`src/design/tci_pkg.sv`:
```
// tci_pkg: shared types, codes and constants of the tsetlin clause inference block
// no dependencies, compiled first
package tci_pkg;

    localparam int CLAUSE_COUNT_DEF  = 64;
    localparam int LITERAL_COUNT_DEF = 64;
    localparam int WORD_W            = 64;
    localparam int IDX_FIELD_W       = 6;
    localparam int THR_W             = 6;
    localparam int VOTE_W            = 7;
    localparam int FIFO_DEPTH        = 2;
    localparam int FIFO_PTR_W        = $clog2(FIFO_DEPTH);
    localparam int APB_ADDR_W        = 3;
    localparam int APB_DATA_W        = 32;

    localparam logic [1:0] MODE_LOAD          = 2'd0;
    localparam logic [1:0] MODE_EVAL_UPDATE   = 2'd1;
    localparam logic [1:0] MODE_EVAL_PREDICT  = 2'd2;

    localparam logic             REG_VOTE_THRESHOLD = 1'b0;
    localparam logic [THR_W-1:0] THRESHOLD_RESET    = 6'd16;

    localparam logic [WORD_W-1:0] EVEN_CLAUSES = {2{32'h55555555}};
    localparam logic [WORD_W-1:0] ODD_CLAUSES  = {2{32'haaaaaaaa}};

    typedef enum logic [1:0] {
        OP_LOAD,
        OP_EVAL_UPDATE,
        OP_EVAL_PREDICT
    } tci_op_e;

    typedef struct packed {
        logic [1:0]             mode;
        logic [IDX_FIELD_W-1:0] clause_index;
        logic [WORD_W-1:0]      include_bits;
        logic [WORD_W-1:0]      literal_bits;
    } tci_in_t;

    typedef struct packed {
        logic signed [VOTE_W-1:0] class_vote;
        logic [WORD_W-1:0]        clauses_fired;
    } tci_out_t;

    typedef struct packed {
        tci_op_e                op;
        logic [IDX_FIELD_W-1:0] idx;
        logic [WORD_W-1:0]      data;
    } tci_cmd_t;

    typedef struct packed {
        logic full;
        logic empty;
    } tci_fifo_stat_t;

endpackage

```
`src/design/tci_front.sv`:
```
// tci_front: accepts input words and turns them into load or evaluate commands
// depends on tci_pkg
module tci_front #(
    parameter int CLAUSE_COUNT = tci_pkg::CLAUSE_COUNT_DEF
) (
    input  logic                    s_valid,
    output logic                    s_ready,
    input  tci_pkg::tci_in_t        s_data,
    input  tci_pkg::tci_fifo_stat_t fifo_stat,
    output logic                    push,
    output tci_pkg::tci_cmd_t       cmd
);
    import tci_pkg::*;

    logic cmd_ok;

    assign s_ready = !fifo_stat.full;

    always_comb begin
        cmd_ok   = 1'b0;
        cmd.op   = OP_LOAD;
        cmd.idx  = s_data.clause_index;
        cmd.data = s_data.literal_bits;
        unique case (s_data.mode)
            MODE_LOAD: begin
                cmd_ok   = ({1'b0, s_data.clause_index} < (IDX_FIELD_W + 1)'(CLAUSE_COUNT));
                cmd.op   = OP_LOAD;
                cmd.data = s_data.include_bits;
            end
            MODE_EVAL_UPDATE: begin
                cmd_ok = 1'b1;
                cmd.op = OP_EVAL_UPDATE;
            end
            MODE_EVAL_PREDICT: begin
                cmd_ok = 1'b1;
                cmd.op = OP_EVAL_PREDICT;
            end
            default: begin
                cmd_ok = 1'b0;
            end
        endcase
    end

    // unused mode and out-of-range loads are taken and dropped
    assign push = s_valid && s_ready && cmd_ok;

endmodule

```
`config.mk`:
```
export PLATFORM = sky130hd
export DESIGN_NAME = tci_front
export DESIGN_NICKNAME = d
export VERILOG_FILES = /design/src/design/tci_pkg.sv /design/src/design/tci_front.sv
export SDC_FILE = /design/constraint.sdc
export NUM_CORES = 1
export LEC_CHECK = 0
export BUFFER_PORTS_ARGS = -buffer_cell sky130_fd_sc_hd__buf_2
export CAP_MARGIN = 20
export CELL_PAD_IN_SITES_DETAIL_PLACEMENT = 1
export CELL_PAD_IN_SITES_GLOBAL_PLACEMENT = 2
export CORE_AREA = 3 3 103 105
export DETAILED_ROUTE_END_ITERATION = 7
export DIE_AREA = 0 0 106 108
export PLACE_DENSITY_LB_ADDON = 0.1
export SETUP_SLACK_MARGIN = 0.15
export SLEW_MARGIN = 5
export SYNTH_ARGS = -nofsm -noshare
export SYNTH_HDL_FRONTEND = slang
export SYNTH_SLANG_ARGS = --single-unit
```
`constraint.sdc`:
```
create_clock -name vclk -period 1.7
set_clock_uncertainty 0.05 [all_clocks]
set_input_delay 0.34 -clock vclk [all_inputs]
set_output_delay 0.34 -clock vclk [all_outputs]
set_load 0.01 [all_outputs]
```
==> key figures <==
Setup path
  • Critical path required time: 1.31 ns
  • Critical path origin: s_data[134]
  • Slowest CP cell: mux2_4
  • Crit path DAT: 1.32 ns
  • Crit-path most repeated cell: buf_6
  • Crit-path max FO: 6
  • Worst Setup Start Kind: primary input
  • Slowest stage delay, CP: 0.30 ns
  • CP Cell Sequence: buf_8 -> nor2_8 -> buf_6 -> clkbuf_16 -> mux2_4 -> buf_6
  • Crit. End Element: output port
  • CP Class: in -> out

STA
  • Pins Over Slew Limit: 0
  • Timing-limited maximum frequency: 0.583 GHz
  • Slew @ Worst Pin: 0.138 ns
  • Minimum clock period: 1.71 ns
  • Final period util: 101%
  • Final setup margin: -0.0150 ns
  • Final number of setup-violating endpoints: 21
  • Final hold vios: 0
  • Max-slew headroom: 90.8%
  • RSZ-0062 raised after global routing: yes

Layout
  • Seq cells: 0
  • Post-route cell area: 2830 µm²
  • Ratio of cells with drive above 1 in the final layout: 98.9%
  • Area Growth Syn to Fin: 143%
  • FF+latch area: 0 µm²
  • ANT cells: 0
  • Clock buffer cells: 0
  • Final nets: 426
  • Final non-filler cell total: 418

Route
  • Number of remaining DRC errors: 0
  • DRT iter0 DRCs: 21
  • Via density per instance: 3.59
  • First drt pass iteration count: 2
  • Antenna Nets Post-Route: 0
  • Vias: 1501
  • Wirelength per Cell: 13.8 µm
  • Routed wire length: 5790 µm

CTS
  • Post-CTS Hold Buffers: 0

Synthesis
  • Post-synth top area cell: mux2_4
  • Syn Nets: 221
  • Unique cell type count in the Yosys netlist: 9
  • Top cells by area, synth: mux2_4 78%, buf_12 10%, buf_4 3.9%
  • Mean Syn Cell Area: 14.2 µm²
  • Post-synth top area share: 77.5%
  • Register area share after synthesis: 0%
  • Mapped Area: 1160 µm²
  • Mapped Cells: 82
  • Synth warn: 0

Placement
  • IO buf count: 200
  • Area of placed instances: 2230 µm²
  • Post-detail-place hpwl: 4570 µm
  • Gpl congestion: 0.647
  • Placed cells: 408

Floorplanning
  • Initial core utilization: 11.9%
  • Area of the core: 9730 µm²
  • IO Pins: 213
  • Chip width: 106 µm
  • Die Area: 11400 µm²
  • Die height: 108 µm
  • Row count: 36

Outcome
  • Failing checks: negative setup slack
  • Status: finished, violations left

GRT
  • Initial antenna violation count: 0
  • GRT Overall Usage: 7.95%
  • Global route total overflow: 0
  • Largest net degree at the start of global routing: 17
  • Number of global-route vias before repair: 1520
  • First-pass GRT wire length: 7510 µm

Job
  • Max_cap viols: 0

Power
  • Peak supply drop: 0.0807 mV
  • Leakage: 1.56 nW
  • Cell area power density: 291 nW/µm²
  • Final total power: 0.823 mW

Hold path
  • Hold_sp: s_data[133]
  • Hold crit path type: in -> out
[metal layers]
layer  global-route usage (%)  routed length, µm
met5                        0                  0
met4                   0.0925                  0
met3                     2.93                691
met2                     15.5               3030
met1                     8.72               2060
[layout by cell type, fill, tap and decap left out]
master	Yosys	layout
inv_1	1	1
buf_16	0	3
clkbuf_16	0	3
nor2_8	1	1
buf_12	6	3
and2b_2	2	2
buf_2	0	141
buf_6	0	60
mux2_4	60	64
buf_4	6	3
buf_8	0	2
and3_1	1	1
nand2_1	1	1
[per-stage QoR]
step                      TNS (ns)  util (%)  setup slack, ns  hold WS (ns)
after floorplan                  0         -            0.236         0.678
after global placement       -2.60      22.9          -0.0738         0.630
after detailed placement     -2.74      22.9          -0.0727         0.630
after CTS                    -1.29      25.3          -0.0435         0.630
after global routing         -1.47      29.1          -0.0519         0.630
final                       -0.182      29.1          -0.0150         0.630
[synthesized netlist by cell type (all sizes together)]
library cell / number
inv: 1
nand2: 1
nor2: 1
buf: 12
mux2: 64
and2b: 2
and3: 1
[final cells by class]
type / instances / area [µm²]
multi-input cells: 69 / 1010
well taps: 133 / 166
inverters: 1 / 3.75
fillers: 1171 / 6900
repair buffers: 215 / 1650
[power breakdown]
group          internal [mW]  switching [mW]  total, mW
clock                      0               0          0
sequential                 0               0          0
combinational          0.551           0.272      0.823
total                  0.551           0.272      0.823
[logic make-up after synthesis]
logic type             share of synthesized area (%)
and+or+nand+nor                                 4.09
buffers and inverters                           14.5
muxes                                           81.4
[timing repair]
action                     CTS  global route
cloned                       3             3
resized for setup           25            58
setup endpoints to repair   64            64
buffers inserted             4             0
pin swaps                    0             1
[worst max-delay path, delay by kind of cell]
family / cells / cell delay [ns]
mux: 1 / 0.30
buf+inv: 4 / 0.53
simple gates: 1 / 0.15
[final timing paths]
path / end / slack [ns] / cells after the start
max: cmd[38] / -0.01 / 6
min: cmd[69] / 0.63 / 0
Power figures use the tool's default switching activity.
