===== src/design/tci_pkg.sv =====
// tci_pkg: shared types, codes and constants of the tsetlin clause inference block
// no dependencies, compiled first
package tci_pkg;

    localparam int CLAUSE_COUNT_DEF  = 64;
    localparam int LITERAL_COUNT_DEF = 64;
    localparam int WORD_W            = 64;
    localparam int IDX_FIELD_W       = 6;
    localparam int THR_W             = 6;
    localparam int VOTE_W            = 7;
    localparam int FIFO_DEPTH        = 2;
    localparam int FIFO_PTR_W        = $clog2(FIFO_DEPTH);
    localparam int APB_ADDR_W        = 3;
    localparam int APB_DATA_W        = 32;

    localparam logic [1:0] MODE_LOAD          = 2'd0;
    localparam logic [1:0] MODE_EVAL_UPDATE   = 2'd1;
    localparam logic [1:0] MODE_EVAL_PREDICT  = 2'd2;

    localparam logic             REG_VOTE_THRESHOLD = 1'b0;
    localparam logic [THR_W-1:0] THRESHOLD_RESET    = 6'd16;

    localparam logic [WORD_W-1:0] EVEN_CLAUSES = {2{32'h55555555}};
    localparam logic [WORD_W-1:0] ODD_CLAUSES  = {2{32'haaaaaaaa}};

    typedef enum logic [1:0] {
        OP_LOAD,
        OP_EVAL_UPDATE,
        OP_EVAL_PREDICT
    } tci_op_e;

    typedef struct packed {
        logic [1:0]             mode;
        logic [IDX_FIELD_W-1:0] clause_index;
        logic [WORD_W-1:0]      include_bits;
        logic [WORD_W-1:0]      literal_bits;
    } tci_in_t;

    typedef struct packed {
        logic signed [VOTE_W-1:0] class_vote;
        logic [WORD_W-1:0]        clauses_fired;
    } tci_out_t;

    typedef struct packed {
        tci_op_e                op;
        logic [IDX_FIELD_W-1:0] idx;
        logic [WORD_W-1:0]      data;
    } tci_cmd_t;

    typedef struct packed {
        logic full;
        logic empty;
    } tci_fifo_stat_t;

endpackage


===== src/design/tci_fifo.sv =====
// tci_fifo: short command queue between front and back
// depends on tci_pkg
module tci_fifo (
    input  logic                    aclk,
    input  logic                    aresetn,
    input  logic                    push,
    input  tci_pkg::tci_cmd_t       push_cmd,
    input  logic                    pop,
    output tci_pkg::tci_cmd_t       head_cmd,
    output tci_pkg::tci_fifo_stat_t stat
);
    import tci_pkg::*;

    tci_cmd_t              mem_reg [FIFO_DEPTH];
    logic [FIFO_PTR_W-1:0] wr_ptr_reg, wr_ptr_next;
    logic [FIFO_PTR_W-1:0] rd_ptr_reg, rd_ptr_next;
    logic [FIFO_PTR_W:0]   count_reg, count_next;
    logic                  do_push, do_pop;

    assign stat.full  = (count_reg == (FIFO_PTR_W + 1)'(FIFO_DEPTH));
    assign stat.empty = (count_reg == '0);
    assign do_push    = push && !stat.full;
    assign do_pop     = pop && !stat.empty;
    assign head_cmd   = mem_reg[rd_ptr_reg];

    always_comb begin
        wr_ptr_next = do_push ? wr_ptr_reg + 1'b1 : wr_ptr_reg;
        rd_ptr_next = do_pop ? rd_ptr_reg + 1'b1 : rd_ptr_reg;
        count_next  = count_reg;
        if (do_push && !do_pop) begin
            count_next = count_reg + 1'b1;
        end else if (do_pop && !do_push) begin
            count_next = count_reg - 1'b1;
        end
    end

    always_ff @(posedge aclk) begin
        if (!aresetn) begin
            wr_ptr_reg <= '0;
            rd_ptr_reg <= '0;
            count_reg  <= '0;
        end else begin
            wr_ptr_reg <= wr_ptr_next;
            rd_ptr_reg <= rd_ptr_next;
            count_reg  <= count_next;
        end
    end

    always_ff @(posedge aclk) begin
        if (do_push) begin
            mem_reg[wr_ptr_reg] <= push_cmd;
        end
    end

endmodule


===== config.mk =====
export PLATFORM = sky130hd
export DESIGN_NAME = tci_fifo
export DESIGN_NICKNAME = d
export VERILOG_FILES = /design/src/design/tci_pkg.sv /design/src/design/tci_fifo.sv
export SDC_FILE = /design/constraint.sdc
export NUM_CORES = 1
export LEC_CHECK = 0
export BUFFER_PORTS_ARGS = -buffer_cell sky130_fd_sc_hd__buf_2
export CAP_MARGIN = 20
export CELL_PAD_IN_SITES_DETAIL_PLACEMENT = 0
export CELL_PAD_IN_SITES_GLOBAL_PLACEMENT = 1
export CORE_UTILIZATION = 45
export DETAILED_ROUTE_END_ITERATION = 6
export GPL_TIMING_DRIVEN = 0
export PLACE_DENSITY_LB_ADDON = 0.1
export SETUP_SLACK_MARGIN = 0.1
export SLEW_MARGIN = 40
export SYNTH_ARGS = -nofsm -noshare
export SYNTH_HDL_FRONTEND = slang
export SYNTH_SLANG_ARGS = --single-unit

===== constraint.sdc =====
create_clock -name aclk -period 13.2 [get_ports aclk]
set_input_delay 3.96 -clock aclk [delete_from_list [all_inputs] [get_ports aclk]]
set_output_delay 3.96 -clock aclk [all_outputs]
set_load 0.005 [all_outputs]

==> results of run 1 <==
## final cells by class
| cell class | count | area share |
|---|---|---|
| sequential | 149 | 0.623 |
| multi-input combinational | 90 | 0.134 |
| timing repair buffer | 157 | 0.118 |
| clock buffer | 20 | 0.0615 |
| clock inverter | 12 | 0.0259 |
| tap | 143 | 0.0252 |
| buffer | 8 | 0.0118 |
| inverter | 2 | 0.00106 |
## critical path, cell delays in order, from the launching register on
cell,delay [ps]
dfxtp_1,310
buf_2,280
buf_6,200
mux2_2,350
buf_2,130
## cell usage after synthesis (2+ instances only)
cell      count  area [um^2]
edfxtp_1    144         4320
mux2_2       65          732
buf_6         7         78.8
mux2_1        7         78.8
dfxtp_1       5          100
and2_1        3         18.8
nor2_1        2         7.51
xnor2_1       2         17.5
## metal layers
metal / track usage / wire [um]
met1: 0.184 / 3760
met2: 0.256 / 4580
met3: 0.0653 / 823
met4: 0.0853 / 150
met5: 0 / 0
## worst paths after layout
check / start / to / slack, ps / depth (start not counted)
setup / recovery: flip-flop / head_cmd[20] / 7550 / 4
hold / removal: count_reg[1]$_SDFFE_PN0P_ / count_reg[1]$_SDFFE_PN0P_ / 530 / 2
setup reg to reg: count_reg[0]$_SDFFE_PN0P_ / mem_reg[0][40]$_DFFE_PP_ / 11300 / 5
hold reg to reg: count_reg[1]$_SDFFE_PN0P_ / count_reg[1]$_SDFFE_PN0P_ / 530 / 2
## per-stage QoR
stage          setup WS, ps  std cells  total power, uW  hold WS (ps)  instance area, um^2
2_1_floorplan          5860        249              803           483                 5450
3_3_place_gp           4080        541              926           498                 6380
3_5_place_dp           7760        549              937           524                 6480
4_1_cts                7470        581             1440           533                 7100
5_1_grt                7440        581             1490           568                 7100
6_report               7550        581             1420           527                 7100
## power by group through the flow
stage	combinational (uW)	clock, uW	sequential (uW)
after global routing	342	531	615
after CTS	321	514	610
after detailed placement	318	0	619
final	311	502	609
after global placement	300	0	626
after floorplan	183	0	620
## logic make-up after synthesis
group                      count (synthesis)  synth area share
buffers and inverters                     10            0.0167
and+or+nand+nor                            9            0.0101
xor gates and xnor gates                   3           0.00482
adders and majority gates                  1           0.00229
AOI/OAI and AO/OA                          5           0.00597
muxes                                     72             0.149
DFF                                      149             0.811
==> results.md, run 1 <==
- Slew HR: 0.626
- WS Path Type: flip-flop to output pin
- Endpoint type of the worst setup path: output pin
- Post-synth EDFFs: 144
- Area grow syn2layout: 30.2%
- Pwr/cell area: 200 nW/um^2
- Number of flip-flops in the largest register: 144
- Share of total power in sequential cells: 0.428
- Layout net count: 502
- Cell variety after synth: 22
- CTS tree: built
- Seq. cell area: 4420 um^2
- Io pins: 150
- Worst VDD drop: 126 uV
- Drt total wl: 9320 um
- Area of the multi-input gates: 948 um^2
- H-tree levels: 4
- CTS Buf Count: 17
- Commonest non-fill, non-tap cell in the layout: buf_2
- Part of the cycle the worst path needs: 0.428
- Clk pwr share: 0.353
- # port buffers: 149
- #FFs+latches synth: 149
- Iteration-0 DRC count of the detailed router: 171
- Slew Limit Fails: 0
- Prevailing post-synth register cell: edfxtp_1
- Worst skew pair latency: 420 ps
- Initial core utilization: 0.470
- Post-synthesis cell area: 5450 um^2
- Most frequent cells in the layout: buf_2, edfxtp_1, mux2_2
- Wire length of the first global-routing pass: 14600 um
- Final Util: 0.611
- Fill cells: 901
- Setup_tns: 0 ps
- Root buffer cell: clkbuf_16
- Vias per cell: 4.80
- Comb pwr share: 0.219
- Die height: 112 um
- Synthesized area per cell: 21.9 um^2
- # Post-CTS Setup Buffers: 0
- Die width: 112 um
- Diode count: 0
- Ys async rst share: 0
- Worst Skew: 13.2 ps
- CP arrival: 1690 ps
- Maximum operating frequency: 177 MHz
- Setup violation total in the final timing report: 0
- Max-Cap Viols: 0
- Clock sink count: 149
- P_int: 1090 uW
- Final Hold Viols: 0
- Slew @ Worst Pin: 559 ps
- Hold_buf cts: 0
- Leak: 0.00269 uW
- Tmin final: 5650 ps
- Status: finished with violations
- Largest net degree at the start of global routing: 39
- Vias: 2787
- Detailed placement HPWL: 6390 um
- Hold/Removal Path Class: flip-flop to flip-flop
- Ratio of cells with drive above 1 in the final layout: 0.591
- Crit path required time: 9240 ps
- GRT Total Usage: 0.159
- Cell count after synthesis: 249
- Vias in the first global route: 2937
- Failing checks: design-rule violations
- Core box area: 11600 um^2
- DRT Pass-1 Iters: 7
- Worst Setup Start Kind: flip-flop
- ANT nets after route: 0
- Switching Share: 0.233
- Initial antenna violation count: 0
- Num rows: 39
- Die Area: 12600 um^2
- Yosys Warn Count: 0
- Placer congestion estimate: 0.660
- Critical path fanouts, max: 10
- Syn_nets: 326
- Routed wire per std cell: 16.0 um
- Sequential cell area fraction in the yosys report: 0.811
- RSZ-0062 raised after global routing: no
- Remaining DRCs: 10
- Clock transition at path regs: 50 ps
- Sw power: 331 uW
- Gates resized, CTS repair: 0
- Congestion Overflow GR: 0
- CTS max path bufs: 2
(Power assumes the default switching activity.)
==> inputs of run 2 (changes only) <==
--- a/config.mk
+++ b/config.mk
@@ -9,7 +9,7 @@
 export CAP_MARGIN = 20
 export CELL_PAD_IN_SITES_DETAIL_PLACEMENT = 0
 export CELL_PAD_IN_SITES_GLOBAL_PLACEMENT = 1
-export CORE_UTILIZATION = 45
+export CORE_UTILIZATION = 44
 export DETAILED_ROUTE_END_ITERATION = 6
 export GPL_TIMING_DRIVEN = 0
 export PLACE_DENSITY_LB_ADDON = 0.1
==> constraint.sdc (replaced) <==
create_clock -name aclk -period 5.6 [get_ports aclk]
set_input_delay 1.68 -clock aclk [delete_from_list [all_inputs] [get_ports aclk]]
set_output_delay 1.68 -clock aclk [all_outputs]
set_load 0.005 [all_outputs]
==> run 2 against run 1 <==
Compared with the run above: the flow now finishes without violations; first-iteration DRC count fell by 16%; cell area shrank 0.19%; register-to-register slack got worse by 7700 ps; worst setup slack worse by 5300 ps; global-route usage shrank 0.63 points; critical path depth unchanged; count of clock-buffer cells in the layout is 8 higher; sequential share of layout area is 0.12 points higher; worst hold slack got worse by 1.2 ps; final cell count increased by 4.6%; routed wire length increased by 0.90%.
==> results.md, run 2 (synthesis results as in run 1) <==
- Worst skew pair latency: 410 ps (about the same)
- Detailed placement HPWL: 6420 um (+0.42%)
- Slew Limit Fails: 0 (unchanged)
- Commonest non-fill, non-tap cell in the layout: buf_2
- Clock transition at path regs: 50 ps (about the same)
- Routed wire per std cell: 15.5 um (-3.6%)
- Number of flip-flops in the largest register: 144 (unchanged)
- Worst Setup Start Kind: flip-flop
- Wire length of the first global-routing pass: 14100 um (-3.5%)
- CTS tree: built
- Status: complete, no violations
- Final Cell Area: 7090 um^2 (-0.19%)
- # Post-CTS Setup Buffers: 0 (unchanged)
- Crit path max-delay cell type: mux2_2
- Vias per cell: 4.68 (-2.4%)
- GRT Total Usage: 0.153 (-0.00627)
- Die Area: 12800 um^2 (+2.2%)
- Ratio of cells with drive above 1 in the final layout: 0.588 (-0.00362)
- CTS max path bufs: 2 (unchanged)
- CP arrival: 1720 ps (+30 ps)
- Worst Skew: 5.72 ps (-7.47 ps)
- H-tree levels: 4 (unchanged)
- Worst hold slack: 525 ps (-1.23 ps)
- Drt total wl: 9400 um (+0.90%)
- Remaining DRCs: 0 (-10)
- Root buffer cell: clkbuf_16
- Initial core utilization: 0.452 (-0.0174)
- # port buffers: 149 (unchanged)
- Gates resized, CTS repair: 0 (unchanged)
- Initial antenna violation count: 1 (+1)
- ANT nets after route: 0 (unchanged)
- Num rows: 40 (+2.6%)
- CP Cell Sequence: buf_2 -> buf_6 -> mux2_2 -> buf_2
- RSZ-0062 raised after global routing: no
- Placer congestion estimate: 0.675 (+2.2%)
- Critical path fanouts, max: 10 (unchanged)
- Hold_buf cts: 0 (unchanged)
- WS Path Type: flip-flop to output pin
- Endpoint type of the worst setup path: output pin
- Io pins: 150 (unchanged)
- Area grow syn2layout: 30.0%
- Setup violation total in the final timing report: 0 (unchanged)
- Die width: 113 um (+1.1%)
- Max-Cap Viols: 0 (unchanged)
- Hold/Removal Path Class: flip-flop to flip-flop
- Final Hold Viols: 0 (unchanged)
- Vias: 2847 (+2.2%)
- Pwr/cell area: 454 nW/um^2 (+130%)
- Slew HR: 0.599 (-0.0277)
- CTS Buf Count: 17 (unchanged)
- Slew @ Worst Pin: 600 ps (+41.4 ps)
- Maximum operating frequency: 294 MHz
- Worst VDD drop: 212 uV (+69%)
- Core box area: 12100 um^2 (+3.9%)
- Fill cells: 963 (+6.9%)
- Clock sink count: 149 (unchanged)
- Tmin final: 3400 ps
- Most frequent cells in the layout: buf_2, edfxtp_1, mux2_2
- Iteration-0 DRC count of the detailed router: 144 (-16%)
- Placed cell areas: 6530 um^2 (+0.79%)
- Vias in the first global route: 2899 (-1.3%)
- Crit path largest cell delay: 340 ps (about the same)
- Setup_tns: 0 ps (unchanged)
- Leak: 0.00267 uW (-0.95%)
- Largest net degree at the start of global routing: 26 (-33%)
- Crit path required time: 3920 ps (-5320 ps)
- Congestion Overflow GR: 0 (unchanged)
- Layout net count: 503 (+0.20%)
- Die height: 113 um (+1.1%)
- DRT Pass-1 Iters: 4 (-3)
- CP most frequent cell: buf_2
- Part of the cycle the worst path needs: 0.607
-- run 2: cell count changes in the layout (fill, tap and decap cells not counted), sizes merged --
cell / change
buf: +1
bufinv: -4
clkbuf: +8
clkinv: -4
diode: +1
-- run 2: layout make-up --
class / instances / area, um^2 / share of cell area
Timing Repair Buffer: 158 / 857 / 0.121
Buffer: 8 / 83.8 / 0.0118
Clock buffer: 28 / 507 / 0.0715
Sequential cell: 149 / 4420 / 0.624
Inverter: 2 / 7.51 / 0.00106
Multi-Input combinational cell: 90 / 948 / 0.134
Antenna cell: 1 / 2.50 / 0.000353
Tap cell: 168 / 210 / 0.0297
Clock inverter: 4 / 46.3 / 0.00653
-- run 2: metal layers --
layer	routed length (um)	vias to the layer above	track usage
li1	-	1341	-
met1	3840	1398	0.173
met2	4750	99	0.254
met3	657	9	0.0568
met4	150	0	0.0816
met5	0	-	0
-- run 2: metrics by stage --
stage	setup WS, ps	total power [uW]	util	cells
after floorplan	538	1890	-	249
after global placement	-1310	2190	0.531	566
after detailed placement	2340	2220	0.541	575
after CTS	2150	3270	0.587	607
after global routing	2130	3370	0.587	607
final	2200	3220	0.588	608
-- run 2: path summary, 6_finish.rpt --
kind | startpoint | to | slack [ps] | cells after the start
hold / removal | count_reg[1]$_SDFFE_PN0P_ | count_reg[1]$_SDFFE_PN0P_ | 530 | 2
setup reg to reg | count_reg[0]$_SDFFE_PN0P_ | mem_reg[0][56]$_DFFE_PP_ | 3610 | 6
hold reg to reg | count_reg[1]$_SDFFE_PN0P_ | count_reg[1]$_SDFFE_PN0P_ | 530 | 2
setup / recovery | flip-flop | head_cmd[37] | 2200 | 4
-- run 2: power by group --
part / switching (uW) / leakage, uW / internal, uW
Clock: 390 / 0.000266 / 656
Sequential: 35.0 / 0.00139 / 1400
Combinational: 345 / 0.00102 / 393
-- run 2: worst max-delay path, delay by kind of cell, from the launching register on --
family	cells	cell delay [ps]
flip-flops	1	300
multiplexers	1	340
buffers and inverters	3	660
==> inputs of run 3 (changes only) <==
--- a/config.mk
+++ b/config.mk
@@ -5,11 +5,12 @@
 export SDC_FILE = /design/constraint.sdc
 export NUM_CORES = 1
 export LEC_CHECK = 0
+export ABC_AREA = 1
 export BUFFER_PORTS_ARGS = -buffer_cell sky130_fd_sc_hd__buf_2
 export CAP_MARGIN = 20
 export CELL_PAD_IN_SITES_DETAIL_PLACEMENT = 0
 export CELL_PAD_IN_SITES_GLOBAL_PLACEMENT = 1
-export CORE_UTILIZATION = 44
+export CORE_UTILIZATION = 40
 export DETAILED_ROUTE_END_ITERATION = 6
 export GPL_TIMING_DRIVEN = 0
 export PLACE_DENSITY_LB_ADDON = 0.1
==> constraint.sdc (replaced) <==
create_clock -name aclk -period 3.06 [get_ports aclk]
set_input_delay 0.918 -clock aclk [delete_from_list [all_inputs] [get_ports aclk]]
set_output_delay 0.918 -clock aclk [all_outputs]
set_load 0.005 [all_outputs]
==> run 3 against run 2 <==
Compared with the run above: count of clock-buffer cells in the layout is 8 lower; total power up 88%; register-to-register slack worse by 2400 ps; worst setup slack got worse by 1600 ps; non-clock buffer count is 1 lower; first-iteration DRC count rose by 1.4%; critical endpoint is now head_cmd[60]; highest routed layer unchanged.
==> results.md, run 3 <==
- Clock sink count: 149 (unchanged)
- GRT Total Usage: 0.138 (-0.0153)
- Cell variety after synth: 15 (-32%)
- Final Hold Viols: 0 (unchanged)
- Crit path largest cell delay: 320 ps (-20 ps)
- Vias: 2858 (+0.39%)
- Yosys Warn Count: 0 (unchanged)
- Routed wl met2: 4700 um (-1.1%)
- Die height: 122 um (+8.0%)
- Ratio of cells with drive above 1 in the final layout: 0.583 (-0.00511)
- Die Area: 15000 um^2 (+17%)
- Hold/Removal Path Class: flip-flop to flip-flop
- Worst VDD drop: 417 uV (+96%)
- Diode count: 0 (-1)
- Placer congestion estimate: 0.695 (+2.9%)
- Synthesized area per cell: 22.1 um^2 (+0.99%)
- Congestion Overflow GR: 0 (unchanged)
- Top Layer Used: met4
- Slew @ Worst Pin: 514 ps (-86.0 ps)
- Cell count after synthesis: 262 (+5.2%)
- Met3 WL post-DR: 893 um (+36%)
- Setup slack at placement: 634 ps (-1700 ps)
- # Post-CTS Setup Buffers: 0 (unchanged)
- Layout net count: 515 (+2.4%)
- Cells on worst reg2reg path: 5 (-1)
- Gates resized, CTS repair: 0 (unchanged)
- RSZ-0062 raised after global routing: no
- Crit path max-delay cell type: dfxtp_1
- R2r endpoint: mem_reg[1][20]$_DFFE_PP_
- Commonest non-fill, non-tap cell in the layout: buf_2
- Delay-heaviest family, CP: buffers and inverters
- Post-synth top area share: 0.746 (-0.0467)
- Ys async rst share: 0 (unchanged)
- # port buffers: 149 (unchanged)
- Remaining DRCs: 0 (unchanged)
- CP arrival: 1560 ps (-160 ps)
- Number of flip-flops in the largest register: 144 (unchanged)
- Vias in the first global route: 3009 (+3.8%)
- WS Path Type: flip-flop to output pin
- Prevailing post-synth register cell: edfxtp_1
- Slew HR: 0.657 (+0.0578)
- Worst Path Buf+Inv: 3 (unchanged)
- Crit path required time: 2140 ps (-1780 ps)
- Drt total wl: 9740 um (+3.6%)
- Detailed placement HPWL: 6690 um (+4.3%)
- Maximum operating frequency: 403 MHz
- Root buffer cell: clkbuf_16
- Hold_buf cts: 0 (unchanged)
- Status: complete, no violations
- ANT nets after route: 0 (unchanged)
- Clock transition at path regs: 50 ps (about the same)
- Endpoint type of the worst setup path: output pin
- Wire length of the first global-routing pass: 14800 um (+5.0%)
- Largest net degree at the start of global routing: 20 (-23%)
- Area leader, netlist: edfxtp_1
- Leak: 0.00297 uW (+11%)
- Vias per cell: 4.55 (-2.8%)
- Max-Cap Viols: 0 (unchanged)
- Post-synthesis cell area: 5790 um^2 (+6.3%)
- Post-synth EDFFs: 144 (unchanged)
- Part of the cycle the worst path needs: 0.810
- Core box area: 14000 um^2 (+16%)
- WL met1: 3930 um (+2.3%)
- Top post-synthesis cells by area: edfxtp_1, mux2_4, buf_12, dfxtp_1, nor2_1
- Worst r2r src: count_reg[0]$_SDFFE_PN0P_
- H-tree levels: 4 (unchanged)
- CP Cell Sequence: buf_6 -> buf_12 -> mux2_4 -> buf_2
- Slew Limit Fails: 0 (unchanged)
- Hold depth: 2 (unchanged)
- Area grow syn2layout: 28.6%
- Sequential cell area fraction in the yosys report: 0.764 (-0.0478)
- Fin cells: 628 (+3.3%)
- Cell with the most instances after synthesis: edfxtp_1
- CTS Buf Count: 17 (unchanged)
- Routed wire per std cell: 15.5 um (+0.29%)
- Reg-to-reg slack, setup: 1220 ps (-2390 ps)
- Worst hold slack: 507 ps (-18.5 ps)
- Io pins: 150 (unchanged)
- Setup_tns: 0 ps (unchanged)
- Critical path fanouts, max: 10 (unchanged)
- Post-synth top cells: edfxtp_1, mux2_4, nor2_1
- Setup ws final: 581 ps (-1620 ps)
- Tmin final: 2480 ps
- WHS Endpoint: rd_ptr_reg$_SDFFE_PN0P_
- Pwr/cell area: 811 nW/um^2 (+78%)
- Worst Skew: 4.52 ps (-1.20 ps)
- Placed Instances: 599 (+4.2%)
- Hold wc startpoint: rd_ptr_reg$_SDFFE_PN0P_
- Setup violation total in the final timing report: 0 (unchanged)
- Iteration-0 DRC count of the detailed router: 146 (+1.4%)
- Initial antenna violation count: 0 (-1)
- CTS max path bufs: 2 (unchanged)
- Worst Setup Start Kind: flip-flop
- Most frequent cells in the layout: buf_2, edfxtp_1, mux2_4
- Die width: 122 um (+8.0%)
- #FFs+latches synth: 149 (unchanged)
- CTS tree: built
- Worst skew pair latency: 410 ps (about the same)
- Num rows: 43 (+7.5%)
- DRT Pass-1 Iters: 4 (unchanged)
- Syn_nets: 339 (+4.0%)
- Initial core utilization: 0.414 (-0.0379)
==> run 3: cell types whose count changed in the layout (fill, tap and decap cells not counted), moves of 3 or more <==
cell / change
clkbuf_8: -4
mux2_1: -7
clkinv_1: +4
buf_8: +6
nand2_1: +6
buf_12: +5
inv_1: +8
buf_6: -11
mux2_2: -63
mux2_4: +70
clkbuf_1: -4
and2_1: -3
nor2_1: +7
==> run 3: power by group <==
part / internal, uW / leakage (uW) / switching [uW]
Clock: 1170 / 0.000257 / 717
Combinational: 853 / 0.00132 / 652
Sequential: 2580 / 0.00138 / 73.6
==> run 3: worst register-to-register path: cells and delay by family (launching register included) <==
| kind | cells | cell delay, ps |
|---|---|---|
| AO/OA/AOI/OAI | 1 | 150 |
| buffers and inverters | 3 | 610 |
| flip-flops | 1 | 410 |
| AND/OR/NAND/NOR | 1 | 380 |
==> run 3: cells by family after synthesis <==
| logic type | after synthesis | synth area share |
|---|---|---|
| AOI/OAI and AO/OA | 4 | 0.00410 |
| adders and majority gates | 1 | 0.00216 |
| buffers and inverters | 17 | 0.0320 |
| DFF | 149 | 0.764 |
| muxes | 72 | 0.185 |
| and+or+nand+nor | 19 | 0.0130 |
==> run 3: cell type report <==
cell class	count	area (um^2)
fill	1192	6540
sequential	149	4420
multi-input combinational	96	1200
timing repair buffer	157	891
clock buffer	20	437
tap	180	225
buffer	8	151
clock inverter	9	88.8
inverter	9	33.8
==> run 3: layer usage <==
layer | GRT usage | up-vias
met5 | 0 | -
met4 | 0.0777 | 0
met3 | 0.0646 | 15
met2 | 0.216 | 103
met1 | 0.154 | 1369
li1 | - | 1371
==> run 3: how the worst max path moves through the flow <==
stage	endpoint	depth (start not counted)	start	slack, ps
after floorplan	mem_reg[0][0]$_DFFE_PP_	2	push	-230
after global placement	mem_reg[1][41]$_DFFE_PP_	3	push	-1550
after detailed placement	mem_reg[1][24]$_DFFE_PP_	6	push	630
after CTS	head_cmd[14]	4	flip-flop	530
after global routing	head_cmd[52]	4	flip-flop	490
final	head_cmd[60]	4	flip-flop	580
==> run 3: per-stage QoR <==
stage               total power (uW)  cell area [um^2]  utilization
global placement                4150              6770        0.484
global route                    6350              7450        0.533
CTS                             6140              7450        0.533
finish                          6040              7450        0.533
floorplan                       3650              5800            -
detailed placement              4230              6930        0.495
